`config.mk`:
```
export PLATFORM = sky130hd
export DESIGN_NAME = mfd_merge
export DESIGN_NICKNAME = d
export VERILOG_FILES = /design/src/rtl/mfd_pkg.sv /design/src/rtl/mfd_merge.sv
export SDC_FILE = /design/constraint.sdc
export NUM_CORES = 1
export LEC_CHECK = 0
export BUFFER_PORTS_ARGS = -buffer_cell sky130_fd_sc_hd__clkbuf_2
export CAP_MARGIN = 20
export CORE_UTILIZATION = 45
export CTS_CLUSTER_SIZE = 14
export DETAILED_ROUTE_END_ITERATION = 8
export MAX_ROUTING_LAYER = met4
export PLACE_DENSITY = 0.73
export SYNTH_ARGS = -nofsm -noshare
export SYNTH_HDL_FRONTEND = slang
export SYNTH_SLANG_ARGS = --single-unit
```
`constraint.sdc`:
```
create_clock -name i_clk -period 4.64 [get_ports i_clk]
set_input_delay 0.464 -clock i_clk [delete_from_list [all_inputs] [get_ports i_clk]]
set_output_delay 0.464 -clock i_clk [all_outputs]
set_load 0.05 [all_outputs]
```
`src/rtl/mfd_pkg.sv`:
```
// Shared constants and types of the motor failure detector.
package mfd_pkg;

    localparam int MOTORS   = 8;
    localparam int CHANNELS = (MOTORS < 8) ? MOTORS : 8;
    localparam int IDX_W    = (MOTORS > 1) ? $clog2(MOTORS) : 1;
    localparam int PWM_W    = 12;
    localparam int LVL_W    = 16;
    localparam int TIME_W   = 32;
    localparam int SUM_W    = LVL_W + $clog2(MOTORS);
    localparam int CNT_W    = $clog2(MOTORS + 1);
    // step counter of the average divider
    localparam int BIT_W    = $clog2(SUM_W);

    localparam logic [LVL_W-1:0] LVL_FULL = '1;

    // stream beat layout, lowest bit first
    localparam int IN_ARMED  = 0;
    localparam int IN_TIME   = 1;
    localparam int IN_PWM0   = IN_TIME + TIME_W;
    localparam int IN_BITS   = IN_PWM0 + 8 * PWM_W;
    localparam int IN_DATA_W = ((IN_BITS + 7) / 8) * 8;

    localparam int OUT_REQ    = 0;
    localparam int OUT_MET    = 1;
    localparam int OUT_IDX    = 2;
    localparam int OUT_IDX_W  = 3;
    localparam int OUT_HI     = OUT_IDX + OUT_IDX_W;
    localparam int OUT_AVG    = OUT_HI + LVL_W;
    localparam int OUT_BITS   = OUT_AVG + LVL_W;
    localparam int OUT_DATA_W = ((OUT_BITS + 7) / 8) * 8;

    // configuration register indexes
    typedef enum logic [2:0] {
        REG_PWM_MIN,
        REG_PWM_MAX,
        REG_MOTOR_MASK,
        REG_FILTER_ALPHA,
        REG_HIGH_THR,
        REG_AVG_THR,
        REG_DETECT_MS,
        REG_HOLDOFF_MS
    } t_cfg_reg;

    // filter register update applied at the end of the scaling phase
    typedef enum logic [1:0] {
        UPD_CLEAR,
        UPD_LOAD,
        UPD_FILTER
    } t_upd_mode;

    typedef struct packed {
        logic            start;
        logic            upd;
        t_upd_mode       mode;
    } t_lane_ctl;

    typedef struct packed {
        logic [PWM_W-1:0] pwm_min;
        logic [PWM_W-1:0] pwm_max;
        logic [LVL_W-1:0] alpha;
    } t_lane_cfg;

    typedef struct packed {
        logic             any;
        logic [IDX_W-1:0] hi_idx;
        logic [LVL_W-1:0] hi_lvl;
        logic [LVL_W-1:0] avg;
    } t_merge_res;

endpackage

```
`src/rtl/mfd_merge.sv`:
```
// Merging stage: scan of the lane levels for maximum and sum, then the average divider.
module mfd_merge import mfd_pkg::*; (
    input  logic                         i_clk,
    input  logic                         i_rst_n,
    input  logic                         i_start,
    input  logic [MOTORS-1:0][LVL_W-1:0] i_filt,
    input  logic [MOTORS-1:0]            i_en,
    output logic                         o_busy,
    output t_merge_res                   o_res
);

    typedef enum logic [1:0] {
        M_IDLE,
        M_SCAN,
        M_DIV
    } t_mstate;

    t_mstate           r_state;
    logic [IDX_W-1:0]  r_idx;
    logic [BIT_W-1:0]  r_bit;
    logic [IDX_W-1:0]  r_hi_idx;
    logic [LVL_W-1:0]  r_hi;
    logic [SUM_W-1:0]  r_sum;      // becomes the quotient during M_DIV
    logic [CNT_W-1:0]  r_cnt;
    logic [CNT_W-1:0]  r_rem;

    logic [LVL_W-1:0]  cur;
    logic [CNT_W:0]    rem2;
    logic              q;

    always_comb begin
        cur  = i_filt[r_idx];
        rem2 = {r_rem, r_sum[SUM_W-1]};
        q    = (rem2 >= {1'b0, r_cnt});
    end

    always_ff @(posedge i_clk) begin
        if (!i_rst_n) begin
            r_state <= M_IDLE;
            r_idx   <= '0;
            r_bit   <= '0;
            r_cnt   <= '0;
        end else begin
            case (r_state)
                M_IDLE: begin
                    if (i_start) begin
                        r_idx    <= '0;
                        r_hi     <= '0;
                        r_hi_idx <= '0;
                        r_sum    <= '0;
                        r_cnt    <= '0;
                        r_state  <= M_SCAN;
                    end
                end
                M_SCAN: begin
                    if (i_en[r_idx]) begin
                        if (cur > r_hi) begin
                            r_hi     <= cur;
                            r_hi_idx <= r_idx;
                        end
                        r_sum <= r_sum + SUM_W'(cur);
                        r_cnt <= r_cnt + CNT_W'(1);
                    end
                    if (r_idx == IDX_W'(MOTORS - 1)) begin
                        r_rem   <= '0;
                        r_bit   <= '0;
                        r_state <= M_DIV;
                    end else begin
                        r_idx <= r_idx + IDX_W'(1);
                    end
                end
                M_DIV: begin
                    r_rem <= q ? CNT_W'(rem2 - {1'b0, r_cnt}) : rem2[CNT_W-1:0];
                    r_sum <= {r_sum[SUM_W-2:0], q};
                    r_bit <= r_bit + BIT_W'(1);
                    if (r_bit == BIT_W'(SUM_W - 1)) begin
                        r_state <= M_IDLE;
                    end
                end
                default: r_state <= M_IDLE;
            endcase
        end
    end

    assign o_busy       = (r_state != M_IDLE);
    assign o_res.any    = (r_cnt != '0);
    assign o_res.hi_idx = r_hi_idx;
    assign o_res.hi_lvl = r_hi;
    assign o_res.avg    = (r_cnt != '0) ? r_sum[LVL_W-1:0] : '0;

endmodule
```
* After elaboration in Yosys (flattened, before gate mapping)
Index checks and enable logic that the tools add are counted.
** Word-level totals
- Bits in registers :: 56
- Bits of input ports :: 139
- Output and inout bits :: 37
- Logic and storage cells :: 69
** Cells by class
- Add/sub/neg operators :: 5
- Order comparisons :: 3
- Equality and inequality tests :: 10
- Mux-type cells :: 30
- Reduce and logical (&&, ||, !) cells :: 13
** Operator list (number)
- two-way mux 16 bit :: 5
- one-hot mux 19 bit (3 select lines) :: 1
- binary-select mux 16 bit (select 3 bit) :: 1
- two-way mux 19 bit :: 2
- one-hot mux 16 bit (2 select lines) :: 1
- adder 19 x 16 -> 19 bit :: 1
- > comparator 16 bit :: 1
- two-way mux 4 bit :: 4
- one-hot mux 4 bit (2 select lines) :: 2
- two-way mux 3 bit :: 4
- != test 2 bit, second input constant :: 6
- one-hot mux 3 bit (2 select lines) :: 2
- AND reduction 3 bit :: 4
- one-hot mux 5 bit (2 select lines) :: 1
- two-way mux 2 bit :: 3
- one-hot mux 2 bit (3 select lines) :: 1
- nonzero test 2 bit :: 3
- adder 5 x 1 -> 5 bit, second input constant :: 1
- == test 5 bit, second input constant :: 1
- >= comparator 5 x 4 -> 1 bit :: 1
- two-way mux 5 bit :: 1
- AND reduction 5 bit :: 1
- adder 4 x 1 -> 4 bit, second input constant :: 1
- < comparator 3 x 4 -> 1 bit, second input constant :: 1
- other kinds (12) :: 12

* Longest topological paths before layout
Gate-level depths: netlist of the first run.
- Depth in word-level cells :: 6
- Gate-level depth with buffers :: 13
- Gate-level depth less buffers :: 11

* Worst setup path after synthesis of the first run
OpenSTA, ideal clock, no wires.
- Path kind :: flip-flop to flip-flop
- Start :: register r_idx[0]
- End :: register r_hi[0], enable pin
- Setup time :: 407 ps
- Data arrival time :: 3615 ps
- Required time :: 4233 ps
- Setup slack :: 619 ps
- Cell stages (with the launch flop) :: 10
- Path buffers :: 2
- Period minus slack after synthesis :: 4021 ps
- Cells stage by stage :: dfxtp_1 -> buf_6 -> buf_2 -> mux4_2 -> mux2_2 -> ha_1 -> and3_1 -> nand4_1 -> or3_1 -> a31oi_1
** Between the ends
- Word-level cells in the longest chain between the ends :: 5
- Elaborated cells on any way between the ends :: 8
- Those cells by class :: 1 x order compare; 2 x eq/ne; 4 x mux; 1 x reduce/logical
** Ends and longest elaborated chain
- start, declared :: RTL line mfd_merge.sv:19 : logic [IDX_W-1:0] r_idx;
- start signal, assigned :: RTL line mfd_merge.sv:69 : r_idx <= r_idx + IDX_W'(1);
- binary-select mux 16 bit (select 3 bit) :: RTL line mfd_merge.sv:32 : cur = i_filt[r_idx];
- two-way mux 16 bit (not written as such) :: RTL line mfd_merge.sv:32
- via cur[13] :: RTL line mfd_merge.sv:27 : logic [LVL_W-1:0] cur;
- > comparator 16 bit :: RTL line mfd_merge.sv:57 : if (cur > r_hi) begin
- != test 2 bit (no source line)
- AND reduction 5 bit (no source line)
- end signal, assigned :: RTL line mfd_merge.sv:58 : r_hi <= cur;
- end, declared :: RTL line mfd_merge.sv:22 : logic [LVL_W-1:0] r_hi;
The timed path passes the listed nets, and every way through them passes these cells. The select of a mux whose other input is x is not followed.
A chain may end at the register's enable or synchronous reset.

* Final worst setup path of the first run
- Start :: register r_idx[1]
- End :: register r_sum[12], data pin
** Between the ends
- Word-level cells in the longest chain between the ends :: 5
** Ends and longest elaborated chain
- binary-select mux 16 bit (select 3 bit) :: RTL line mfd_merge.sv:32
- two-way mux 16 bit (not written as such) :: RTL line mfd_merge.sv:32
- via cur[0] :: RTL line mfd_merge.sv:27
- adder 19 x 16 -> 19 bit :: RTL line mfd_merge.sv:61 : r_sum <= r_sum + SUM_W'(cur);
- two-way mux 19 bit :: RTL line mfd_merge.sv:56 : if (i_en[r_idx]) begin
- one-hot mux 19 bit (3 select lines) :: RTL line mfd_merge.sv:44 : case (r_state)
- end signal, assigned :: RTL line mfd_merge.sv:61
- end signal, assigned :: RTL line mfd_merge.sv:74 : r_sum <= {r_sum[SUM_W-2:0], q};
- end, declared :: RTL line mfd_merge.sv:23 : logic [SUM_W-1:0] r_sum;
The timed path passes the listed nets, and every way through them passes these cells. The select of a mux whose other input is x is not followed.

==> results of run 1 <==
[where the power goes]
| group | internal [W] | leakage (nW) | switching, W | total [W] |
|---|---|---|---|---|
| Sequential | 0.000591 | 0.516 | 0.0000364 | 0.000628 |
| Clock | 0.000111 | 0.0495 | 0.000178 | 0.000290 |
| Combinational | 0.000322 | 2.11 | 0.000494 | 0.000816 |
[layer usage]
layer / wire [µm] / share of wire, % / GRT usage (%)
met1: 6120 / 44 / 33.7
met2: 6890 / 49 / 44.0
met3: 844 / 6.0 / 4.48
met4: 204 / 1.5 / 6.07
met5: 0 / 0 / -
[worst max-delay path by stage]
| stage | to | slack, ns | cells past startpoint |
|---|---|---|---|
| floorplan | r_hi[0] | 0.62 | 9 |
| global placement | r_hi_idx[0] | 0.84 | 8 |
| finish | r_sum[12] | 0.80 | 12 |
| global route | r_sum[12] | 0.47 | 11 |
| detailed placement | r_hi_idx[2] | 0.73 | 8 |
| CTS | r_hi[12] | 0.70 | 8 |
[cells in the final DEF (no fill, tap or decap), drive strengths merged, types with 4 or more instances in the layout]
master	instances
nor2b	27
dfxtp	14
nor3	4
mux2	17
buf	7
xor2	8
clkbuf	180
a21oi	28
a211oi	7
a21o	7
and2	27
inv	37
nand4	10
nor2	26
and3	6
mux4	34
o21ai	40
a22oi	5
xnor2	11
edfxtp	42
ha	45
nand2	38
[sequential cells by signal, indices dropped and copies added (netlist names)]
register and cells:
r_hi 16, r_state 2, r_bit 5, r_idx 3, r_sum 19, r_rem 4, r_cnt 4, r_hi_idx 3
[logic make-up after synthesis]
logic type | count (synthesis) | share of synthesized area (%)
and+or+nand+nor | 148 | 15.6
AOI/OAI and AO/OA | 112 | 14.0
buffers and inverters | 58 | 4.79
DFF | 56 | 30.6
muxes | 54 | 19.8
adders and majority gates | 47 | 12.0
xor gates and xnor gates | 19 | 3.30
[layout make-up]
type / count / area [µm²]
Clock buffer: 5 / 68.8
Clock inverter: 3 / 23.8
Fill cell: 995 / 4740
Inverter: 34 / 128
Multi-Input combinational cell: 380 / 3270
Sequential cell: 56 / 1540
Tap cell: 140 / 175
Timing Repair Buffer: 182 / 945
[stage by stage]
stage	hold slack, ns	worst slack [ns]	area, µm²	instances
6_report	0.501	0.804	6150	800
5_1_grt	0.501	0.468	6150	800
4_1_cts	0.493	0.698	6140	799
3_5_place_dp	0.507	0.726	6050	791
3_3_place_gp	0.484	0.838	6050	791
2_1_floorplan	0.462	0.619	5040	494
[worst max-delay path, delay by kind of cell (launching register included)]
kind / cells / cell delay (ns)
AO/OA/AOI/OAI: 4 / 1.00
AND/OR/NAND/NOR: 1 / 0.14
multiplexers: 2 / 0.68
flip-flops: 1 / 0.39
buffers and inverters: 2 / 0.52
XOR/XNOR: 1 / 0.16
adder cells (fa/ha/maj): 2 / 0.67
==> metrics, run 1 <==
clock root cell clkbuf_8; vias in the first global route 4629; Synth top area share between 20% and 30%; CP Launch Type flop; TritonCTS clock tree done; transition time of the tightest slew-check pin between 0.7 and 0.8 ns; pin count of the biggest net entering global routing 40; Slew Limit Headroom a little under half; Synth Instances a little under 500; Reg2Reg Setup Slack 0.80 ns; Fin. Hold Viols 0; Reg clk slew, reported paths ~0.11 ns; min-delay worst type in2reg; hold depth 2; Top Ports 176; Post-synth ARST share 0%; first-pass GRT wire length approximately 23000 µm; H-tree depth 2; CTS buffer count 5; die area approximately 12000 µm²; fin. max-slew vios 0; most frequent CP cell a211oi_1; worst endpoint required time approximately 4.7 ns; Area Growth Syn to Fin 21.9%; number of port buffers ~180; GRT Util Overall 26.5%; final net count around 850; worst r2r src r_idx[1]; Routed Wire Length 14100 µm; DPL Wire Length between 10000 and 15000 µm; Cell Area, Synth between 5000 and 6000 µm²; Lkg Pwr about 2.7 nW; unrepaired setup endpoints after global routing false; Crit. Startpoint r_idx[1]; Worst Path Max Fanout 35; Site Rows 38; EDFF count, synth 42; Vias/cell about 5.7; most common flop cell mapped by yosys edfxtp_1; Core Area roughly 11000 µm²; syn avg cell area 10.2 µm²; worst r2r dst r_sum[12]; router iterations before antenna repair 5; post-route ant nets 0; Inserted Diodes 0; Post-Syn Nets 680; Crit Path Class reg2reg; crit path time final roughly 3.8 ns; Die H approximately 110 µm; clock sink count between 50 and 60; Hold EP r_idx[0]; Synth area leaders edfxtp_1 25%, mux4_2 15%, ha_1 11%; status complete, no violations; hold path start i_rst_n; DR vias ~4500; Yosys cell types between 50 and 60; commonest cells in the netlist 45 x ha_1, 42 x edfxtp_1, 38 x nand2_1, 36 x o21ai_0; Power Density between 200 and 300 nW/µm²; Peak Freq 0.261 GHz; Setup violations, final 0; aggregate global routing overflow 0; final core occ approximately 56%; post-route clock period utilization 82.7%; RD Place Congestion 0.926; clock skew 0.00631 ns; Yosys top cell by area edfxtp_1; share of cells above drive strength 1 between 30% and 40%; Setup Fix Bufs, Post-CTS 0; DRC violations left 0; sequential-to-total area share from yosys stat 30.6%; clock latency at the later pin of the worst-skew pair between 0.3 and 0.4 ns; initial antenna violation count 0; Starting Density 46.3%; Max Root-Sink Buffers 2; post-DR wirelength/cell 17.6 µm; hold buffer count at CTS 0; CP Capture Type flop; initial DRC count 264; max incr delay on CP about 0.5 ns; synth warn 0; count leader, synth ha_1; cells along the critical path buf_4 > mux4_2 > mux2i_1 > inv_1 > ha_1 > fa_1 > a211oi_1 > nor2_1 > a211oi_1 > a21oi_1 > xnor2_1 > o21ai_0; Sum Neg Setup Slack 0 ns; post-CTS sizing 0; max-cap check violation count 0; VDD IR max about 0.0002 V; WP data arrival 3.89 ns; worst reg-to-reg path cell count 12; total power about 0.0017 W; die width about 110 µm; highest-delay cell along the critical path a211oi_1; #FFs+latches synth 56
Power figures use the tool's default switching activity.
==> run 2, diff against run 1 <==
==> constraint.sdc (replaced) <==
create_clock -name i_clk -period 3.93 [get_ports i_clk]
set_input_delay 0.393 -clock i_clk [delete_from_list [all_inputs] [get_ports i_clk]]
set_output_delay 0.393 -clock i_clk [all_outputs]
set_load 0.05 [all_outputs]
==> metrics, run 2 (synthesis gave the netlist of run 1 again) <==
Biggest register r_sum; vias in the first global route ~4500; worst endpoint required time ~4.1 ns; biggest regs r_sum (19), r_hi (16), r_bit (5); fin. max-slew vios 0; Area Growth Syn to Fin 22.8%; Setup violations, final 0; router iterations before antenna repair 4; hold buffer count at CTS 0; die area about 12000 µm²; final net count ~850; post-route clock period utilization between 90 and 100%; transition time of the tightest slew-check pin a little under 0.7 ns; Worst Path Max Fanout 22; CP Launch Type flop; worst r2r src r_idx[0]; Setup Fix Bufs, Post-CTS 0; DPL Wire Length 11500 µm; most common cell after layout, fill and taps aside clkbuf_2; Site Rows 38; number of port buffers 175; Power Density roughly 340 nW/µm²; post-route ant nets 0; initial antenna violation count 0; Top Ports around 180; unrepaired setup endpoints after global routing false; Slew Limit Headroom a little over half; share of cells above drive strength 1 about two fifths; VDD IR max just under 0.0002 V; clock latency at the later pin of the worst-skew pair approximately 0.32 ns; clock root cell clkbuf_8; Routed Wire Length between 10000 and 15000 µm; most frequent cells in the layout 175 x clkbuf_2, 45 x ha_1, 42 x edfxtp_1; crit path time final 3.60 ns; Reg2Reg Setup Slack ~0.33 ns; DR vias about 4500; min-delay worst type in2reg; final hold slack approximately 0.42 ns; post-CTS sizing 0; Max Root-Sink Buffers 2; DRC violations left 0; RD Place Congestion ~0.99; die width around 110 µm; Sum Neg Setup Slack 0 ns; clock skew 0.00987 ns; Reg clk slew, reported paths between 0.1 and 0.15 ns; TritonCTS clock tree done; initial DRC count ~270; Vias/cell between 5 and 6; worst reg-to-reg path cell count 10; Largest register FFs 19; pin count of the biggest net entering global routing 34; WP data arrival 3.77 ns; Peak Freq 0.278 GHz; CP Capture Type flop; Fillers 973; post-DR wirelength/cell approximately 17 µm; worst r2r dst r_sum[17]; CTS buffer count 5; Lkg Pwr around 2.7 nW; hold path start i_rst_n; hold depth 2; max-cap check violation count 0; GRT Util Overall roughly a quarter; Starting Density between 40% and 50%; Core Area ~11000 µm²; status complete, no violations; Crit Path Class reg2reg; Hold EP r_state[0]; aggregate global routing overflow 0; clock sink count 56; Die H roughly 110 µm; first-pass GRT wire length between 20000 and 25000 µm; H-tree depth 2; Fin. Hold Viols 0; Inserted Diodes 0
[run 2: cell count changes in the layout (fill, tap and decap cells not counted), sizes merged]
| cell | delta |
|---|---|
| inv | -3 |
| clkbuf | +1 |
| clkinv | +2 |
| buf | +2 |
[run 2: worst max path at each step]
stage | slack [ns] | endpoint | from | cells after the start
finish | 0.33 | r_sum[17] | r_idx[0] | 10
global route | 0.03 | r_sum[17] | r_idx[0] | 10
CTS | 0.28 | r_sum[17] | r_idx[0] | 10
detailed placement | 0.29 | r_sum[17] | r_idx[0] | 10
global placement | 0.43 | r_sum[15] | r_idx[0] | 10
floorplan | 0.34 | r_hi[0] | r_idx[0] | 9
[run 2: stage by stage]
| stage | utilization, % | total power [W] | setup WS, ns | std cells | area (µm²) |
|---|---|---|---|---|---|
| 2_1_floorplan | - | 0.00146 | 0.342 | 494 | 5050 |
| 4_1_cts | 56.9 | 0.00209 | 0.284 | 802 | 6190 |
| 3_3_place_gp | 55.9 | 0.00170 | 0.431 | 794 | 6080 |
| 5_1_grt | 56.9 | 0.00222 | 0.0301 | 802 | 6190 |
| 3_5_place_dp | 55.9 | 0.00171 | 0.293 | 794 | 6080 |
| 6_report | 56.9 | 0.00208 | 0.331 | 802 | 6190 |
[run 2: layer usage]
| layer | GRT usage [%] | share of wire (%) | up-vias | wire length [µm] |
|---|---|---|---|---|
| met2 | 42.9 | 48 | 130 | 6710 |
| met1 | 34.3 | 45 | 2140 | 6250 |
| met5 | - | 0 | - | 0 |
| met4 | 4.11 | 0.72 | 0 | 99 |
| li1 | - | - | 2174 | - |
| met3 | 3.81 | 5.6 | 14 | 768 |
[run 2: worst max-delay path, stage by stage (launching register included)]
cell and delay [ns]:
dfxtp_2 0.48, buf_12 0.24, mux4_2 0.51, mux2_2 0.31, ha_1 0.38, o21ai_0 0.13, o21ai_1 0.40, a211oi_1 0.19
nor4_1 0.32, mux2_2 0.37, o21ai_1 0.13
[run 2: report_power, final]
group          switching (W)  leakage [nW]  internal (W)
registers          0.0000446         0.516      0.000698
clock network       0.000209        0.0565      0.000167
logic               0.000575          2.12      0.000383
[run 2: final cells by class]
class	instances	area, µm²	area share, %
Clock buffer	6	93.8	1.52
Clock inverter	2	17.5	0.283
Inverter	34	128	2.06
Multi-Input combinational cell	380	3270	52.8
Sequential cell	56	1540	24.9
Tap cell	140	175	2.83
Timing Repair Buffer	184	968	15.6
==> run 3, diff against run 2 <==
--- a/config.mk
+++ b/config.mk
@@ -11,7 +11,7 @@
 export CTS_CLUSTER_SIZE = 14
 export DETAILED_ROUTE_END_ITERATION = 8
 export MAX_ROUTING_LAYER = met4
-export PLACE_DENSITY = 0.73
+export PLACE_DENSITY = 0.7
 export SYNTH_ARGS = -nofsm -noshare
 export SYNTH_HDL_FRONTEND = slang
 export SYNTH_SLANG_ARGS = --single-unit
==> metrics, run 3 (synthesis gave the netlist of run 1 again) <==
status complete, no violations; most common cell after layout, fill and taps aside clkbuf_2; Fin. Hold Viols 0; Crit Path Class reg2reg; die width 108 µm; DRC violations left 0; DPL Wire Length 12500 µm; Setup Fix Bufs, Post-CTS 0; RD Place Congestion 1.04; Sum Neg Setup Slack 0 ns; max incr delay on CP roughly 0.50 ns; die area roughly 12000 µm²; Largest register FFs 19; Site Rows 38; VDD IR max approximately 0.0002 V; final net count about 860; unrepaired setup endpoints after global routing false; Setup violations, final 0; vias in the first global route ~4700; TritonCTS clock tree done; Power Density approximately 330 nW/µm²; crit path time final 3.72 ns; Lkg Pwr 2.75 nW; clock latency at the later pin of the worst-skew pair about 0.32 ns; Starting Density between 40% and 50%; worst endpoint required time 4.02 ns; clock root cell clkbuf_8; highest-delay cell along the critical path mux4_2; post-route clock period utilization a little over nine tenths; post-route ant nets 0; Finished Layout Cells 814; Crit. Startpoint r_idx[0]; number of port buffers about 180; pin count of the biggest net entering global routing 31; Biggest register r_sum; most frequent CP cell a21o_1; Top Ports 176; most frequent cells in the layout 175 x clkbuf_2, 45 x ha_1, 42 x edfxtp_1; worst r2r src r_idx[0]; CP Launch Type flop; transition time of the tightest slew-check pin roughly 0.62 ns; min-delay worst type in2reg; initial antenna violation count 0; Area Growth Syn to Fin 24.7%; H-tree depth 2; biggest regs r_sum (19), r_hi (16), r_bit (5); WP data arrival about 3.8 ns; Vias/cell between 5 and 6; hold path start i_rst_n; post-CTS sizing 0; flip-flop and latch area between 1500 and 2000 µm²; Routed Wire Length 15100 µm; router iterations before antenna repair 4; Inserted Diodes 0; cells along the critical path buf_12 > buf_4 > mux4_2 > mux2_2 > ha_1 > a21o_1 > a21o_1 > a21oi_1 > nor2_1 > a2111oi_0 > a31oi_2 > buf_8; post-DR wirelength/cell 18.6 µm; Slew Limit Headroom about three fifths; fin. max-slew vios 0; CTS buffer count 5; Core Area 10900 µm²; Die H around 110 µm; share of cells above drive strength 1 about two fifths; Worst Path Max Fanout 17; placed instance count roughly 800; Fillers between 900 and 1000; DR vias approximately 4600; clock sink count 56; Max Root-Sink Buffers 2; max-cap check violation count 0; first-pass GRT wire length between 20000 and 25000 µm; Peak Freq 0.269 GHz; hold buffer count at CTS 0; CP Capture Type flop; GRT Util Overall between 20% and 30%; clock skew 0.00699 ns; area of the multi-input gates 3290 µm²; Reg clk slew, reported paths approximately 0.11 ns; aggregate global routing overflow 0; initial DRC count between 200 and 250
==> run 3: layer usage <==
layer / share of wire, % / global-route usage [%] / up-vias / wire length [µm]
met3: 6.0 / 3.75 / 23 / 903
met2: 50 / 47.2 / 157 / 7540
met5: 0 / - / - / 0
li1: - / - / 2186 / -
met1: 43 / 35.5 / 2259 / 6460
met4: 1.3 / 5.48 / 0 / 198
==> run 3: report_power, final <==
part,internal (W),total [W],switching [W]
clock,0.000129,0.000344,0.000215
combinational,0.000400,0.000998,0.000598
sequential,0.000698,0.000740,0.0000414
total,0.00123,0.00208,0.000855
==> run 3: worst paths after layout <==
check | end | slack, ns | cells past startpoint
worst max-delay path | r_hi[11] | 0.21 | 12
worst min-delay path | r_state[1] | 0.43 | 3
worst max register to register | r_hi[11] | 0.21 | 12
worst min register to register | r_state[1] | 0.53 | 2
==> run 3: layout make-up <==
cell class                      count  area share (%)
Inverter                           34            2.03
Clock buffer                        5            1.09
Timing Repair Buffer              196            17.0
Tap cell                          140            2.79
Clock inverter                      3           0.358
Sequential cell                    56            24.5
Multi-Input combinational cell    380            52.2
==> run 3: critical path: cells and delay by family, from the launching register on <==
kind,cells,cell delay [ns]
adder cells (fa/ha/maj),1,0.31
AO/OA/AOI/OAI,5,1.28
AND/OR/NAND/NOR,1,0.05
multiplexers,2,0.82
buffers and inverters,3,0.63
flip-flops,1,0.40
==> run 3: per-stage QoR <==
step | power [W] | hold WS [ns] | utilization (%) | area [µm²] | setup slack, ns
6_report | 0.00208 | 0.434 | 57.8 | 6290 | 0.213
5_1_grt | 0.00221 | 0.434 | 57.8 | 6290 | 0.0127
4_1_cts | 0.00208 | 0.421 | 57.5 | 6260 | 0.00718
3_5_place_dp | 0.00174 | 0.504 | 56.6 | 6160 | 0.0493
3_3_place_gp | 0.00172 | 0.478 | 56.6 | 6160 | 0.158
2_1_floorplan | 0.00146 | 0.462 | - | 5050 | 0.342
