$ cat src/rtl/mfd_pkg.sv
// Shared constants and types of the motor failure detector.
package mfd_pkg;

    localparam int MOTORS   = 8;
    localparam int CHANNELS = (MOTORS < 8) ? MOTORS : 8;
    localparam int IDX_W    = (MOTORS > 1) ? $clog2(MOTORS) : 1;
    localparam int PWM_W    = 12;
    localparam int LVL_W    = 16;
    localparam int TIME_W   = 32;
    localparam int SUM_W    = LVL_W + $clog2(MOTORS);
    localparam int CNT_W    = $clog2(MOTORS + 1);
    // step counter of the average divider
    localparam int BIT_W    = $clog2(SUM_W);

    localparam logic [LVL_W-1:0] LVL_FULL = '1;

    // stream beat layout, lowest bit first
    localparam int IN_ARMED  = 0;
    localparam int IN_TIME   = 1;
    localparam int IN_PWM0   = IN_TIME + TIME_W;
    localparam int IN_BITS   = IN_PWM0 + 8 * PWM_W;
    localparam int IN_DATA_W = ((IN_BITS + 7) / 8) * 8;

    localparam int OUT_REQ    = 0;
    localparam int OUT_MET    = 1;
    localparam int OUT_IDX    = 2;
    localparam int OUT_IDX_W  = 3;
    localparam int OUT_HI     = OUT_IDX + OUT_IDX_W;
    localparam int OUT_AVG    = OUT_HI + LVL_W;
    localparam int OUT_BITS   = OUT_AVG + LVL_W;
    localparam int OUT_DATA_W = ((OUT_BITS + 7) / 8) * 8;

    // configuration register indexes
    typedef enum logic [2:0] {
        REG_PWM_MIN,
        REG_PWM_MAX,
        REG_MOTOR_MASK,
        REG_FILTER_ALPHA,
        REG_HIGH_THR,
        REG_AVG_THR,
        REG_DETECT_MS,
        REG_HOLDOFF_MS
    } t_cfg_reg;

    // filter register update applied at the end of the scaling phase
    typedef enum logic [1:0] {
        UPD_CLEAR,
        UPD_LOAD,
        UPD_FILTER
    } t_upd_mode;

    typedef struct packed {
        logic            start;
        logic            upd;
        t_upd_mode       mode;
    } t_lane_ctl;

    typedef struct packed {
        logic [PWM_W-1:0] pwm_min;
        logic [PWM_W-1:0] pwm_max;
        logic [LVL_W-1:0] alpha;
    } t_lane_cfg;

    typedef struct packed {
        logic             any;
        logic [IDX_W-1:0] hi_idx;
        logic [LVL_W-1:0] hi_lvl;
        logic [LVL_W-1:0] avg;
    } t_merge_res;

endpackage

$ cat src/rtl/mfd_lane.sv
// One motor lane: PWM-to-level scaling divider and low-pass filter register.
module mfd_lane import mfd_pkg::*; (
    input  logic             i_clk,
    input  logic             i_rst_n,
    input  t_lane_ctl        i_ctl,
    input  t_lane_cfg        i_cfg,
    input  logic [PWM_W-1:0] i_pwm,
    input  logic             i_en,
    output logic             o_busy,
    output logic [LVL_W-1:0] o_filt
);

    typedef enum logic [1:0] {
        K_ZERO,
        K_FULL,
        K_DIV
    } t_kind;

    t_kind              r_kind;
    logic               r_busy;
    logic [2:0]         r_step;
    logic [PWM_W-1:0]   r_rem;
    logic [PWM_W-1:0]   r_div;
    logic [LVL_W-1:0]   r_num;      // dividend low bits, quotient shifts in from below
    logic [LVL_W-1:0]   r_filt;

    t_kind              n_kind;
    logic [PWM_W-1:0]   diff;
    logic [PWM_W+LVL_W-1:0] num;
    logic [PWM_W:0]     rem_a;
    logic [PWM_W:0]     rem_b;
    logic [PWM_W-1:0]   rem_a2;
    logic [PWM_W-1:0]   rem_b2;
    logic               q_a;
    logic               q_b;
    logic [LVL_W-1:0]   level;
    logic               up;
    logic [LVL_W-1:0]   gap;
    logic [2*LVL_W-1:0] prod;
    logic [LVL_W-1:0]   mag;
    logic [LVL_W-1:0]   filt_step;

    always_comb begin
        if (!i_en || (i_pwm <= i_cfg.pwm_min)) begin
            n_kind = K_ZERO;
        end else if (i_pwm >= i_cfg.pwm_max) begin
            n_kind = K_FULL;
        end else begin
            n_kind = K_DIV;
        end
        diff = i_pwm - i_cfg.pwm_min;
        // diff * 65535
        num  = {diff, {LVL_W{1'b0}}} - {{LVL_W{1'b0}}, diff};

        // two restoring steps per clock
        rem_a  = {r_rem, r_num[LVL_W-1]};
        q_a    = (rem_a >= {1'b0, r_div});
        rem_a2 = q_a ? PWM_W'(rem_a - {1'b0, r_div}) : rem_a[PWM_W-1:0];
        rem_b  = {rem_a2, r_num[LVL_W-2]};
        q_b    = (rem_b >= {1'b0, r_div});
        rem_b2 = q_b ? PWM_W'(rem_b - {1'b0, r_div}) : rem_b[PWM_W-1:0];

        case (r_kind)
            K_ZERO:  level = '0;
            K_FULL:  level = LVL_FULL;
            K_DIV:   level = r_num;
            default: level = '0;
        endcase

        // f += round((level - f) * alpha / 2^16), halves away from zero
        up        = (level >= r_filt);
        gap       = up ? (level - r_filt) : (r_filt - level);
        prod      = gap * i_cfg.alpha + (2*LVL_W)'(32'h0000_8000);
        mag       = prod[2*LVL_W-1:LVL_W];
        filt_step = up ? (r_filt + mag) : (r_filt - mag);
    end

    always_ff @(posedge i_clk) begin
        if (!i_rst_n) begin
            r_busy <= 1'b0;
            r_step <= '0;
            r_kind <= K_ZERO;
            r_filt <= '0;
        end else begin
            if (i_ctl.start) begin
                r_kind <= n_kind;
                r_rem  <= num[PWM_W+LVL_W-1:LVL_W];
                r_num  <= num[LVL_W-1:0];
                r_div  <= i_cfg.pwm_max - i_cfg.pwm_min;
                r_step <= '0;
                r_busy <= 1'b1;
            end else if (r_busy) begin
                r_rem  <= rem_b2;
                r_num  <= {r_num[LVL_W-3:0], q_a, q_b};
                r_step <= r_step + 3'd1;
                if (r_step == 3'd7) begin
                    r_busy <= 1'b0;
                end
            end
            if (i_ctl.upd) begin
                case (i_ctl.mode)
                    UPD_CLEAR:  r_filt <= '0;
                    UPD_LOAD:   r_filt <= level;
                    UPD_FILTER: r_filt <= filt_step;
                    default:    r_filt <= r_filt;
                endcase
            end
        end
    end

    assign o_busy = r_busy;
    assign o_filt = r_filt;

endmodule

$ cat config.mk
export PLATFORM = sky130hd
export DESIGN_NAME = mfd_lane
export DESIGN_NICKNAME = d
export VERILOG_FILES = /design/src/rtl/mfd_pkg.sv /design/src/rtl/mfd_lane.sv
export SDC_FILE = /design/constraint.sdc
export NUM_CORES = 1
export LEC_CHECK = 0
export ABC_AREA = 1
export BUFFER_PORTS_ARGS = -buffer_cell sky130_fd_sc_hd__buf_2
export CAP_MARGIN = 10
export CORE_MARGIN = 8
export CORE_UTILIZATION = 55
export CTS_BUF_LIST = sky130_fd_sc_hd__clkbuf_4
export DETAILED_ROUTE_END_ITERATION = 6
export PLACE_DENSITY = 0.73
export SYNTH_ARGS = -nofsm -noshare
export SYNTH_HDL_FRONTEND = slang
export SYNTH_SLANG_ARGS = --single-unit
$ cat constraint.sdc
create_clock -name i_clk -period 16.8 [get_ports i_clk]
set_input_delay 1.68 -clock i_clk [delete_from_list [all_inputs] [get_ports i_clk]]
set_output_delay 1.68 -clock i_clk [all_outputs]
set_load 0.02 [all_outputs]
Word-level counts from Yosys, hierarchy flattened
Cells that the tools add are included.

Latch bits: 0. Output and inout port bits: 17. RAM bits: 0. Bits in read-only memories: 0. Register bits: 62. Memories: 0. Logic and storage cells: 54.

Multiply operators: 1. $add $sub $neg: 11. Reductions and logical operators: 9. Eq/ne operators: 5. Shifts and indexed selects: 0. $lt $le $gt $ge: 5. Divide/modulo/power cells: 0. Bitwise operators: 1. Muxes and demuxes: 15.

Operators with widths (number): $mux W16 (4); $mux W12 (4); $pmux W16 S3 (1); $sub A12 B12 Y12 (4); $sub A16 B16 Y16 (3); $add A32 B16 Y32 const B (1); $mul A16 B16 Y32 (1); $pmux W16 S2 (1); $sub A28 B12 Y28 (1); $ge A13 B12 Y1 (2); $add A16 B16 Y16 (1); $ge A16 B16 Y1 (1); $ge A12 B12 Y1 (1); $le A12 B12 Y1 (1); $reduce_and A2 Y1 (3); $eq A2 B1 Y1 const B (2); $eq A2 B2 Y1 const B (2); $mux W2 (2); $add A3 B1 Y3 const B (1); $eq A3 B3 Y1 const B (1); $mux W1 (3); $reduce_bool A3 Y1 (1); $logic_not A2 Y1 (1); $reduce_bool A2 Y1 (1); 4 further kinds (4).

Logic depth before layout (Yosys ltp)
Gate-level depths: netlist (run 1).

Depth after elaboration: 9. Mapped depth: 71. Mapped depth without buffers: 68.

Worst setup path after synthesis (run 1)
Ideal clock, no wire load.

Path kind: register -> register. Start: reg r_kind[0]. End: reg r_filt[13] (netlist: o_filt[13]). Setup slack: 6.201 ns. Path buffers: 6. Clock period less this slack: 10.599 ns. Arrival time: 10.467 ns. Stages on the path, launching flop included: 66. Setup time: 0.132 ns. Cell sequence: dfxtp_1 > inv_1 > ha_1 > clkbuf_1 > clkbuf_1 > nand2_1 > nand2_1 > nand2_1 > inv_1 > ha_1 > buf_2 > a21oi_2 > nand2_1 > nand2_1 > nand3_1 > nand2_2 > nand2_4 > inv_1 > [... 30 more ...] > nor2_1 > o21ai_0 > nand2_1 > nand2_1 > nand2_1 > a21oi_1 > nor2_1 > o21ai_0 > nand2_1 > a21oi_1 > o21bai_1 > nand3_1 > nand2_1 > or2_2 > nand3_1 > nand2_1 > nand2_1 > a21oi_1.

Longest elaborated chain between the ends: 9. Elaborated cells between the ends (all ways): 13. Classes of those cells: 5 x add/sub; 1 x mul; 1 x order compare; 2 x eq/ne; 4 x mux.

Ends and longest elaborated chain: from (decl) (RTL line mfd_lane.sv:19) `t_kind r_kind;`; from (signal assigned) (RTL line mfd_lane.sv:86) `r_kind <= n_kind;`; $eq A2 B2 Y1 / $eq A2 B1 Y1 (equally long branches) (RTL line mfd_lane.sv:63) `case (r_kind)`; $pmux W16 S2 (*) (RTL line mfd_lane.sv:63); $sub A16 B16 Y16 / $ge A16 B16 Y1 (equally long branches) (RTL line mfd_lane.sv:72, mfd_lane.sv:71); $mux W16 (RTL line mfd_lane.sv:72) `gap = up ? (level - r_filt) : (r_filt - level);`; $mul A16 B16 Y32 (RTL line mfd_lane.sv:73) `prod = gap * i_cfg.alpha + (2*LVL_W)'(32'h0000_8000);`; $add A32 B16 Y32 (RTL line mfd_lane.sv:73); $sub A16 B16 Y16 / $add A16 B16 Y16 (equally long branches) (RTL line mfd_lane.sv:75) `filt_step = up ? (r_filt + mag) : (r_filt - mag);`; $mux W16 (RTL line mfd_lane.sv:75); $pmux W16 S3 (*) (RTL line mfd_lane.sv:101) `case (i_ctl.mode)`; to (signal assigned) (RTL line mfd_lane.sv:103) `UPD_LOAD: r_filt <= level;`; to (signal assigned) (RTL line mfd_lane.sv:104) `UPD_FILTER: r_filt <= filt_step;`; to (signal assigned) (RTL line mfd_lane.sv:105) `default: r_filt <= r_filt;`; to (decl) (RTL line mfd_lane.sv:25) `logic [LVL_W-1:0] r_filt;`.

Every way passes the cells marked *; elsewhere a longest branch is shown, timed or not. A chain may end at the register's enable or synchronous reset.

Worst setup path after layout (run 1)
Start: reg r_kind[1]. End: reg r_filt[13] (netlist: o_filt[13]).

Same word-level chain as after synthesis.

==> results of run 1 <==
## cell type report
class	instances	share of cell area
Clock inverter	6	0.001627
Tap cell	396	0.02802
Clock buffer	10	0.004245
Timing Repair Buffer	81	0.02377
Multi-Input combinational cell	1711	0.7407
Antenna cell	1	0.0001415
Sequential cell	62	0.09283
Inverter	512	0.1087
## state kept, by name, summed over array words and instances, names as in the netlist
signal,flops
r_div,12
r_num,16
r_step,3
o_busy,1
r_rem,12
o_filt,16
r_kind,2
## final timing paths
| path | to | slack [ns] |
|---|---|---|
| setup / recovery | o_filt[13]$_SDFFE_PN0P_ | 3.99 |
| hold / removal | r_step[1]$_SDFFE_PP0P_ | 0.48 |
| hold reg to reg | r_step[1]$_SDFFE_PP0P_ | 0.48 |
| setup reg to reg | o_filt[13]$_SDFFE_PN0P_ | 3.99 |
## critical path: cells and delay by family, from the launching register on
kind,cells,cell delay (ns)
adders and majority gates,11,4.60
and+or+nand+nor,26,2.93
AOI/OAI and AO/OA,13,2.15
buffers and inverters,10,1.86
xor gates and xnor gates,2,0.81
DFF,1,0.34
## routing by layer
layer  track usage  vias to the layer above  wire, microns
met5             0                        -              0
li1              -                     7342              -
met3       0.02992                       96           2925
met2        0.4663                      533          22820
met4       0.08980                        0           1482
met1        0.3430                     7267          20020
## Yosys cell counts, types with 3 or more instances
library cell | number | share of area
inv_1 | 495 | 0.11
nand4_1 | 15 | 0.0056
a22o_1 | 3 | 0.0016
clkbuf_1 | 35 | 0.0078
a211oi_1 | 6 | 0.0027
a21o_1 | 7 | 0.0031
xor2_1 | 54 | 0.028
o21bai_1 | 11 | 0.0049
nand2_1 | 513 | 0.11
a31oi_1 | 17 | 0.0063
edfxtp_1 | 40 | 0.071
clkinv_1 | 14 | 0.0031
a21oi_2 | 5 | 0.0026
buf_1 | 5 | 0.0011
nand3_2 | 4 | 0.0024
nor2_1 | 237 | 0.053
inv_2 | 3 | 0.00067
nand2_4 | 3 | 0.0020
buf_2 | 7 | 0.0021
o21ai_0 | 81 | 0.024
o221ai_1 | 7 | 0.0036
xnor2_1 | 26 | 0.014
ha_1 | 228 | 0.17
or2_2 | 6 | 0.0022
fa_1 | 200 | 0.24
dfxtp_1 | 22 | 0.026
a21oi_1 | 140 | 0.042
o21a_1 | 10 | 0.0045
o31ai_1 | 7 | 0.0031
nand3_1 | 51 | 0.015
o21ai_1 | 7 | 0.0021
nand3b_1 | 8 | 0.0036
nor3_1 | 16 | 0.0048
nor4_1 | 3 | 0.0011
a221oi_1 | 4 | 0.0021
nand2_2 | 13 | 0.0048
## cells by family (layout without fill, tap and decap cells)
family / count (synthesis) / count (layout) / share of synthesized area
AOI/OAI and AO/OA: 319 / 319 / 0.1094
DFF: 62 / 62 / 0.09752
adders and majority gates: 428 / 428 / 0.4073
and+or+nand+nor: 880 / 880 / 0.2156
buffers and inverters: 559 / 609 / 0.1252
xor gates and xnor gates: 82 / 82 / 0.04356
other: 0 / 1 / 0
muxes: 2 / 2 / 0.001338
## metrics by stage
step	instance area (sq um)	hold WS (ns)
final	17680	0.4780
after global routing	17680	0.5161
after CTS	17680	0.4800
after detailed placement	17580	0.4640
after global placement	17580	0.4503
after floorplan	16830	0.4445
==> metrics.yaml, run 1 <==
postSynthCellCount: 2332
grt_max_degree: 37
startpoint: "r_kind[1]$_SDFFE_PN0P_"
async_flop_share: 0
timing.setup.tns_ns: 0
most-common-layout-cells: "nand2_1 (513), inv_1 (495), nor2_1 (237), ha_1 (228), fa_1 (200)"
synth_edf_count: 40
port_buffers: 75
wl_microns: 47250
grt_pass1_wl_microns: 78600
finalNetCount: 2864
final-max-slew-violation-count: 0
skew_ns: 0.03517
core-area_sq_mm: 0.03035
cts_tree: "built"
synthToLayoutAreaGrowth_pct: 5.062
mappedNetlistArea_sq_mm: 0.01683
path_common_cell: "nand2_1"
die_y_microns: 190.9
io_pins: 76
dieArea_sq_mm: 0.03646
die_x_microns: 190.9
vias: 15240
syn_nets: 2819
ys_types: 57
fin_util: 0.5827
fillers: 2961
min-delay-path-class: "reg2reg"
arrival_ns: 13.14
first_pass_iters: 6
hold_buffers: 0
ys_seq_elements: 62
layout_commonest_cell: "nand2_1"
multi_input_area_sq_mm: 0.01310
setup_viol: 0
worst_setup_path_end_kind: "flop"
worstMarginPinSlew_ns: 1.100
slew_headroom: 0.2637
fin_ws_ns: 3.985
ctsResizeCount: 0
clockBufferDepth: 2
antenna_found_initial: 1
status: "finished clean"
startpoint_type: "flop"
htreeDepth: 3
worstPathRequired_ns: 17.13
yosysSeqAreaShare: 0.09752
cts-root-buf: "clkbuf_4"
yosys_warnings: 0
hpwl_microns: 40130
placementRows: 64
fmax_mhz: 78.04
r2r_cells: 62
fin_crit_sh: 0.7628
gp_congestion: 0.9638
critPathSlowestCell: "xor2_1"
dpl.cell_count: 2762
grt_overflow: 0
synth_area_per_cell_sq_um: 7.218
cts_buffers: 9
ant_nets: 0
clkLatencyLatePin_ns: 0.45
yosys_most_used_dff: "edfxtp_1"
clk_pin_slew_worst_paths_ns: 0.11
wire_per_inst_microns: 17.00
register_area_sq_mm: 0.001642
min_path_cells: 2
path_max_fanout: 24
cp_slowest_stage_delay_ns: 0.56
drc: 0
post-route-min-period_ns: 12.81
worstReg2RegStart: "r_kind[1]$_SDFFE_PN0P_"
drive_gt1_frac: 0.06045
rsz0062_at_grt: "no"
grt_usage: 0.2685
post_cts_buffers: 0
dp_slack_ns: 4.154
instances_no_fill: 2779
grt_pass1_vias: 15760
start_util: 0.5546
drv_cap: 0
worstHoldStart: "r_step[1]$_SDFFE_PP0P_"
cts.sinks: 62
hold_viol: 0
drtIter0Drc: 1247
path_class: "reg2reg"
vias_per_cell: 5.483
Power of run 1 is not shown: default switching activity piles up to over one toggle a cycle in this logic, so the estimate is an artifact.
==> run 2: changes to the inputs <==
Settings changed: PLACE_DENSITY 0.73 to 0.76.
Clock period 16.8 ns to 11.3 ns, I/O delays scaled along.
==> run 2 against run 1 <==
Effect of this change: final cell count is 5.1% higher; largest cell class unchanged; sequential share of layout area decreased by 0.69 points; first-iteration DRC count shrank 5.9%; via count rose by 4.8%; sequential cell count stayed put; fmax is 19% higher; worst hold slack worse by 0.0026 ns; highest routed layer unchanged; non-clock buffer count increased by 140; die area unchanged; final area grew 8.1%; setup slack worse by 3.5 ns; global-route usage is 0.50 points higher.
==> metrics.yaml, run 2 (same netlist as run 1, synthesis figures left out) <==
skew_ns: 0.02863  # -0.006535 ns
die_y_microns: 190.9  # unchanged
final-max-slew-violation-count: 0  # unchanged
wire_per_inst_microns: 17.03  # +0.17%
antenna_found_initial: 1  # unchanged
most-common-layout-cells: "nand2_1 (507), inv_1 (492), nor2_1 (233), ha_1 (209), fa_1 (196)"
cts-root-buf: "clkbuf_4"
worstReg2RegStart: "r_kind[0]$_SDFFE_PN0P_"
path_buf_inv: 12  # +2
grt_overflow: 0  # unchanged
drtIter0Drc: 1174  # -5.9%
arrival_ns: 11.14  # -2.00 ns
start_util: 0.5546  # unchanged
path_class: "reg2reg"
multi_input_area_sq_mm: 0.01344  # +2.6%
vias_per_cell: 5.466  # -0.31%
hpwl_microns: 42060  # +4.8%
register_area_sq_mm: 0.001643  # about the same
drv_cap: 0  # unchanged
clk_pin_slew_worst_paths_ns: 0.13  # +0.02 ns
fmax_mhz: 92.65  # +19%
htreeDepth: 3  # unchanged
ant_nets: 0  # unchanged
worstMarginPinSlew_ns: 1.146  # +0.04601 ns
drc: 0  # unchanged
synthToLayoutAreaGrowth_pct: 13.60
cts.sinks: 62  # unchanged
drive_gt1_frac: 0.1382  # +0.07776
dp_slack_ns: 0.07716  # -4.077 ns
startpoint_type: "flop"
timing.setup.tns_ns: 0  # unchanged
fin_ws_ns: 0.5065  # -3.479 ns
io_pins: 76  # unchanged
post-route-min-period_ns: 10.79  # -2.021 ns
grt_max_degree: 37  # unchanged
worstHoldStart: "r_step[2]$_SDFFE_PP0P_"
clockBufferDepth: 2  # unchanged
die_x_microns: 190.9  # unchanged
fin_crit_sh: 0.9552  # +0.1924
cp.depth: 60  # -3.2%
min-delay-path-class: "reg2reg"
cts_buffers: 9  # unchanged
min_to: "r_step[2]$_SDFFE_PP0P_"
path_delay_family: "adder cells"
path_common_cell: "nand2_1"
clkLatencyLatePin_ns: 0.46  # about the same
fin_util: 0.6300  # +0.04733
min_path_cells: 2  # unchanged
cts_tree: "built"
rrSetupSlack_ns: 0.51  # -3.48 ns
port_buffers: 75  # unchanged
gp_congestion: 0.9388  # -2.6%
placementRows: 64  # unchanged
vias: 15970  # +4.8%
slew_headroom: 0.2329  # -0.03079
hold_viol: 0  # unchanged
grt_usage: 0.2735  # +0.004974
cp_slowest_stage_delay_ns: 0.55  # about the same
instances_no_fill: 2922  # +5.1%
r2r_cells: 60  # -3.2%
worstPathRequired_ns: 11.65  # -5.48 ns
worst_setup_path_end_kind: "flop"
first_pass_iters: 6  # unchanged
r2r-end: "o_filt[13]$_SDFFE_PN0P_"
dieArea_sq_mm: 0.03646  # unchanged
core-area_sq_mm: 0.03035  # unchanged
path_max_fanout: 7  # -71%
critPathSlowestCell: "fa_1"
setup_viol: 0  # unchanged
grt_pass1_vias: 16140  # +2.4%
layout_commonest_cell: "nand2_1"
wl_microns: 49770  # +5.3%
finalNetCount: 3007  # +5.0%
grt_pass1_wl_microns: 80090  # +1.9%
status: "finished clean"
fillers: 2782  # -6.0%
dpl.cell_count: 2879  # +4.2%
[run 2: changes by cell type in the layout (fill, tap and decap cells not counted), moves of 5 or more]
cell / previous run / this run
a21oi_2: 5 / 14
buf_4: 6 / 142
nand2_1: 513 / 507
ha_4: 0 / 12
nand2_2: 13 / 20
a21oi_1: 140 / 131
o21ai_1: 7 / 15
clkinvlp_4: 1 / 6
ha_2: 0 / 7
o21ai_0: 81 / 69
ha_1: 228 / 209
[run 2: through the flow]
stage | hold slack (ns) | area, sq um
3_5_place_dp | 0.4593 | 18450
3_3_place_gp | 0.4505 | 18450
4_1_cts | 0.4749 | 18560
2_1_floorplan | 0.4445 | 16830
5_1_grt | 0.5121 | 19120
6_report | 0.4754 | 19120
[run 2: worst max path at each step]
stage | startpoint | to | slack [ns]
after global placement | r_kind[0]$_SDFFE_PN0P_ | o_filt[15]$_SDFFE_PN0P_ | -0.03
after CTS | r_kind[1]$_SDFFE_PN0P_ | o_filt[15]$_SDFFE_PN0P_ | 0.07
after floorplan | r_kind[0]$_SDFFE_PN0P_ | o_filt[13]$_SDFFE_PN0P_ | 0.70
after detailed placement | r_kind[1]$_SDFFE_PN0P_ | o_filt[15]$_SDFFE_PN0P_ | 0.08
after global routing | r_kind[0]$_SDFFE_PN0P_ | o_filt[13]$_SDFFE_PN0P_ | -0.09
final | r_kind[0]$_SDFFE_PN0P_ | o_filt[13]$_SDFFE_PN0P_ | 0.51
[run 2: worst min-delay path, cell delays in order, from the launching register on]
cell and delay, ns:
dfxtp_1 0.33, nand2_1 0.06, a21oi_1 0.05
[run 2: cell type report]
class | count | share of cell area
antenna | 1 | 0.0001309
clock buffer | 9 | 0.003534
clock inverter | 7 | 0.002159
inverter | 512 | 0.1010
multi-input combinational | 1712 | 0.7028
sequential | 62 | 0.08592
tap | 396 | 0.02591
timing repair buffer | 221 | 0.07774
timing repair inverter | 2 | 0.0007852
[run 2: what timing repair did]
item | 4_1_cts | 5_1_grt
buffers inserted | 0 | 23
setup endpoints to repair | 1 | 9
gates cloned | 0 | 3
gates resized for setup | 1 | 93
pin swaps | 0 | 14
hold buffers | 0 | 0
[run 2: per-layer routing]
layer	vias to the layer above	GRT usage	part of all wire	wire, microns
met5	-	0	0	0
met1	7531	0.3388	0.41	20230
met2	647	0.4699	0.48	24000
li1	7639	-	-	-
met4	0	0.1247	0.050	2472
met3	156	0.03375	0.062	3071
Power of run 2 is left out for the same reason.
==> run 3: changes to the inputs <==
Settings changed: CELL_PAD_IN_SITES_DETAIL_PLACEMENT set to 2, CELL_PAD_IN_SITES_GLOBAL_PLACEMENT set to 2, CORE_UTILIZATION 55 to 35, PLACE_DENSITY 0.76 to 0.82.
==> run 3 against run 2 <==
Effect of this change: worst hold slack better by 0.012 ns; first-iteration DRC count is 44% lower; fmax is 2.9% lower; via count is 2.2% higher; sequential cell count stayed put; critical path depth is 2 lower; clock skew is 0.024 ns higher; non-clock buffer count is 32 lower; critical path type unchanged; final area is 2.1% higher; sequential share of layout area is 0.17 points lower; final cell count is 6.4% higher.
==> metrics.yaml, run 3 (same netlist as run 1, synthesis figures left out) <==
dp_slack_ns: -0.5094  # -0.5866 ns
gp_congestion: 0.8861  # -5.6%
multi_input_area_sq_mm: 0.01370  # +2.0%
grt_pass1_vias: 18720  # +16%
most-common-layout-cells: "nand2_1 (493), inv_1 (479), nor2_1 (231), ha_1 (206), fa_1 (195)"
register_area_sq_mm: 0.001644  # about the same
drv_cap: 0  # unchanged
instances_no_fill: 3108  # +6.4%
path_delay_family: "adder cells"
grt_pass1_wl_microns: 103600  # +29%
cts-root-buf: "clkbuf_4"
path_common_cell: "nand2_1"
worst_setup_path_end_kind: "flop"
min-delay-path-class: "reg2reg"
synthToLayoutAreaGrowth_pct: 16.03
post-route-min-period_ns: 11.12  # +0.3273 ns
path_max_fanout: 11  # +4
status: "finished clean"
setup_viol: 0  # unchanged
fmax_mhz: 89.92  # -2.9%
io_pins: 76  # unchanged
grt_usage: 0.2354  # -0.03807
drtIter0Drc: 652  # -44%
path_class: "reg2reg"
port_buffers: 75  # unchanged
placementRows: 80  # +25%
hold_viol: 0  # unchanged
vias_per_cell: 5.255  # -3.9%
placed_area_sq_mm: 0.01847  # +0.10%
ant_nets: 0  # unchanged
wl_met2_microns: 35910  # +50%
cts_tree: "built"
grt_overflow: 0  # unchanged
fin_crit_sh: 0.9841  # +0.02896
cts_buffers: 9  # unchanged
worstPathRequired_ns: 11.71  # +0.06 ns
wl_microns: 69100  # +39%
die_x_microns: 235.3  # +23%
antenna_found_initial: 1  # unchanged
cp_slowest_stage_delay_ns: 0.59  # +0.04 ns
wire_per_inst_microns: 22.23  # +31%
drive_gt1_frac: 0.1498  # +0.01158
path_buf_inv: 11  # -1
top_layer: "met4"
met3_length_microns: 1995  # -35%
vias: 16330  # +2.2%
postLayoutCellArea_sq_mm: 0.01953  # +2.1%
final-max-slew-violation-count: 0  # unchanged
rsz0062_at_grt: "yes"
dpl.cell_count: 3059  # +6.3%
drc: 0  # unchanged
die_y_microns: 235.3  # +23%
hold_buffers: 0  # unchanged
start_util: 0.3533  # -0.2013
htreeDepth: 3  # unchanged
finalNetCount: 2972  # -1.2%
cts.sinks: 62  # unchanged
core-area_sq_mm: 0.04765  # +57%
first_pass_iters: 5  # -1
grt_max_degree: 37  # unchanged
slew_headroom: 0.3301  # +0.09719
clkLatencyLatePin_ns: 0.52  # +0.06 ns
worstMarginPinSlew_ns: 1.001  # -0.1453 ns
critPathSlowestCell: "fa_1"
dieArea_sq_mm: 0.05537  # +52%
layout_commonest_cell: "nand2_1"
timing.setup.tns_ns: 0  # unchanged
arrival_ns: 11.53  # +0.39 ns
fin_ws_ns: 0.1792  # -0.3273 ns
startpoint_type: "flop"
skew_ns: 0.05286  # +0.02422 ns
clk_pin_slew_worst_paths_ns: 0.12  # about the same
clockBufferDepth: 2  # unchanged
hpwl_microns: 56520  # +34%
fillers: 5628  # +100%
wl_met1_microns: 28570  # +41%
-- run 3: stage by stage --
stage / utilization / hold slack [ns]
2_1_floorplan: - / 0.4445
4_1_cts: 0.3944 / 0.4926
3_3_place_gp: 0.3876 / 0.4514
5_1_grt: 0.4098 / 0.5279
6_report: 0.4099 / 0.4879
3_5_place_dp: 0.3876 / 0.4756
-- run 3: cell type report --
cell class / instances / area share
diodes: 3 / 0.0003844
clock buffers: 9 / 0.003459
clock inverters: 7 / 0.004100
inverters: 512 / 0.09923
multi-input cells: 1711 / 0.7015
flip-flops and latches: 62 / 0.08418
well taps: 615 / 0.03940
repair buffers: 189 / 0.06778
-- run 3: timing repair --
item | in CTS | in global routing
cloned | 0 | 1
gates resized for setup | 42 | 127
buffers inserted | 2 | 27
endpoints found under the setup margin | 6 | 8
pin swaps | 4 | 45
endpoints found under the hold margin | 0 | 0
-- run 3: path summary, 6_finish.rpt --
path                                             start                      end  slack [ns]  cells past startpoint
worst min register to register  r_step[2]$_SDFFE_PP0P_   r_step[2]$_SDFFE_PP0P_        0.49                      2
worst min-delay path            r_step[2]$_SDFFE_PP0P_   r_step[2]$_SDFFE_PP0P_        0.49                      2
worst max register to register  r_kind[1]$_SDFFE_PN0P_  o_filt[15]$_SDFFE_PN0P_        0.18                     58
worst max-delay path            r_kind[1]$_SDFFE_PN0P_  o_filt[15]$_SDFFE_PN0P_        0.18                     58
-- run 3: per-layer routing --
| metal | vias up | global-route usage |
|---|---|---|
| met5 | - | 0 |
| met1 | 8307 | 0.2794 |
| met4 | 0 | 0.08101 |
| met3 | 129 | 0.01697 |
| li1 | 7545 | - |
| met2 | 350 | 0.4425 |
-- run 3: worst register-to-register path: cells and delay by family, from the launching register on --
kind | cells | cell delay (ns)
adder cells (fa/ha/maj) | 10 | 4.43
AND/OR/NAND/NOR | 27 | 3.03
AO/OA/AOI/OAI | 7 | 1.27
buffers and inverters | 11 | 1.13
XOR/XNOR | 3 | 0.84
flip-flops | 1 | 0.34
Power of run 3 is left out for the same reason.
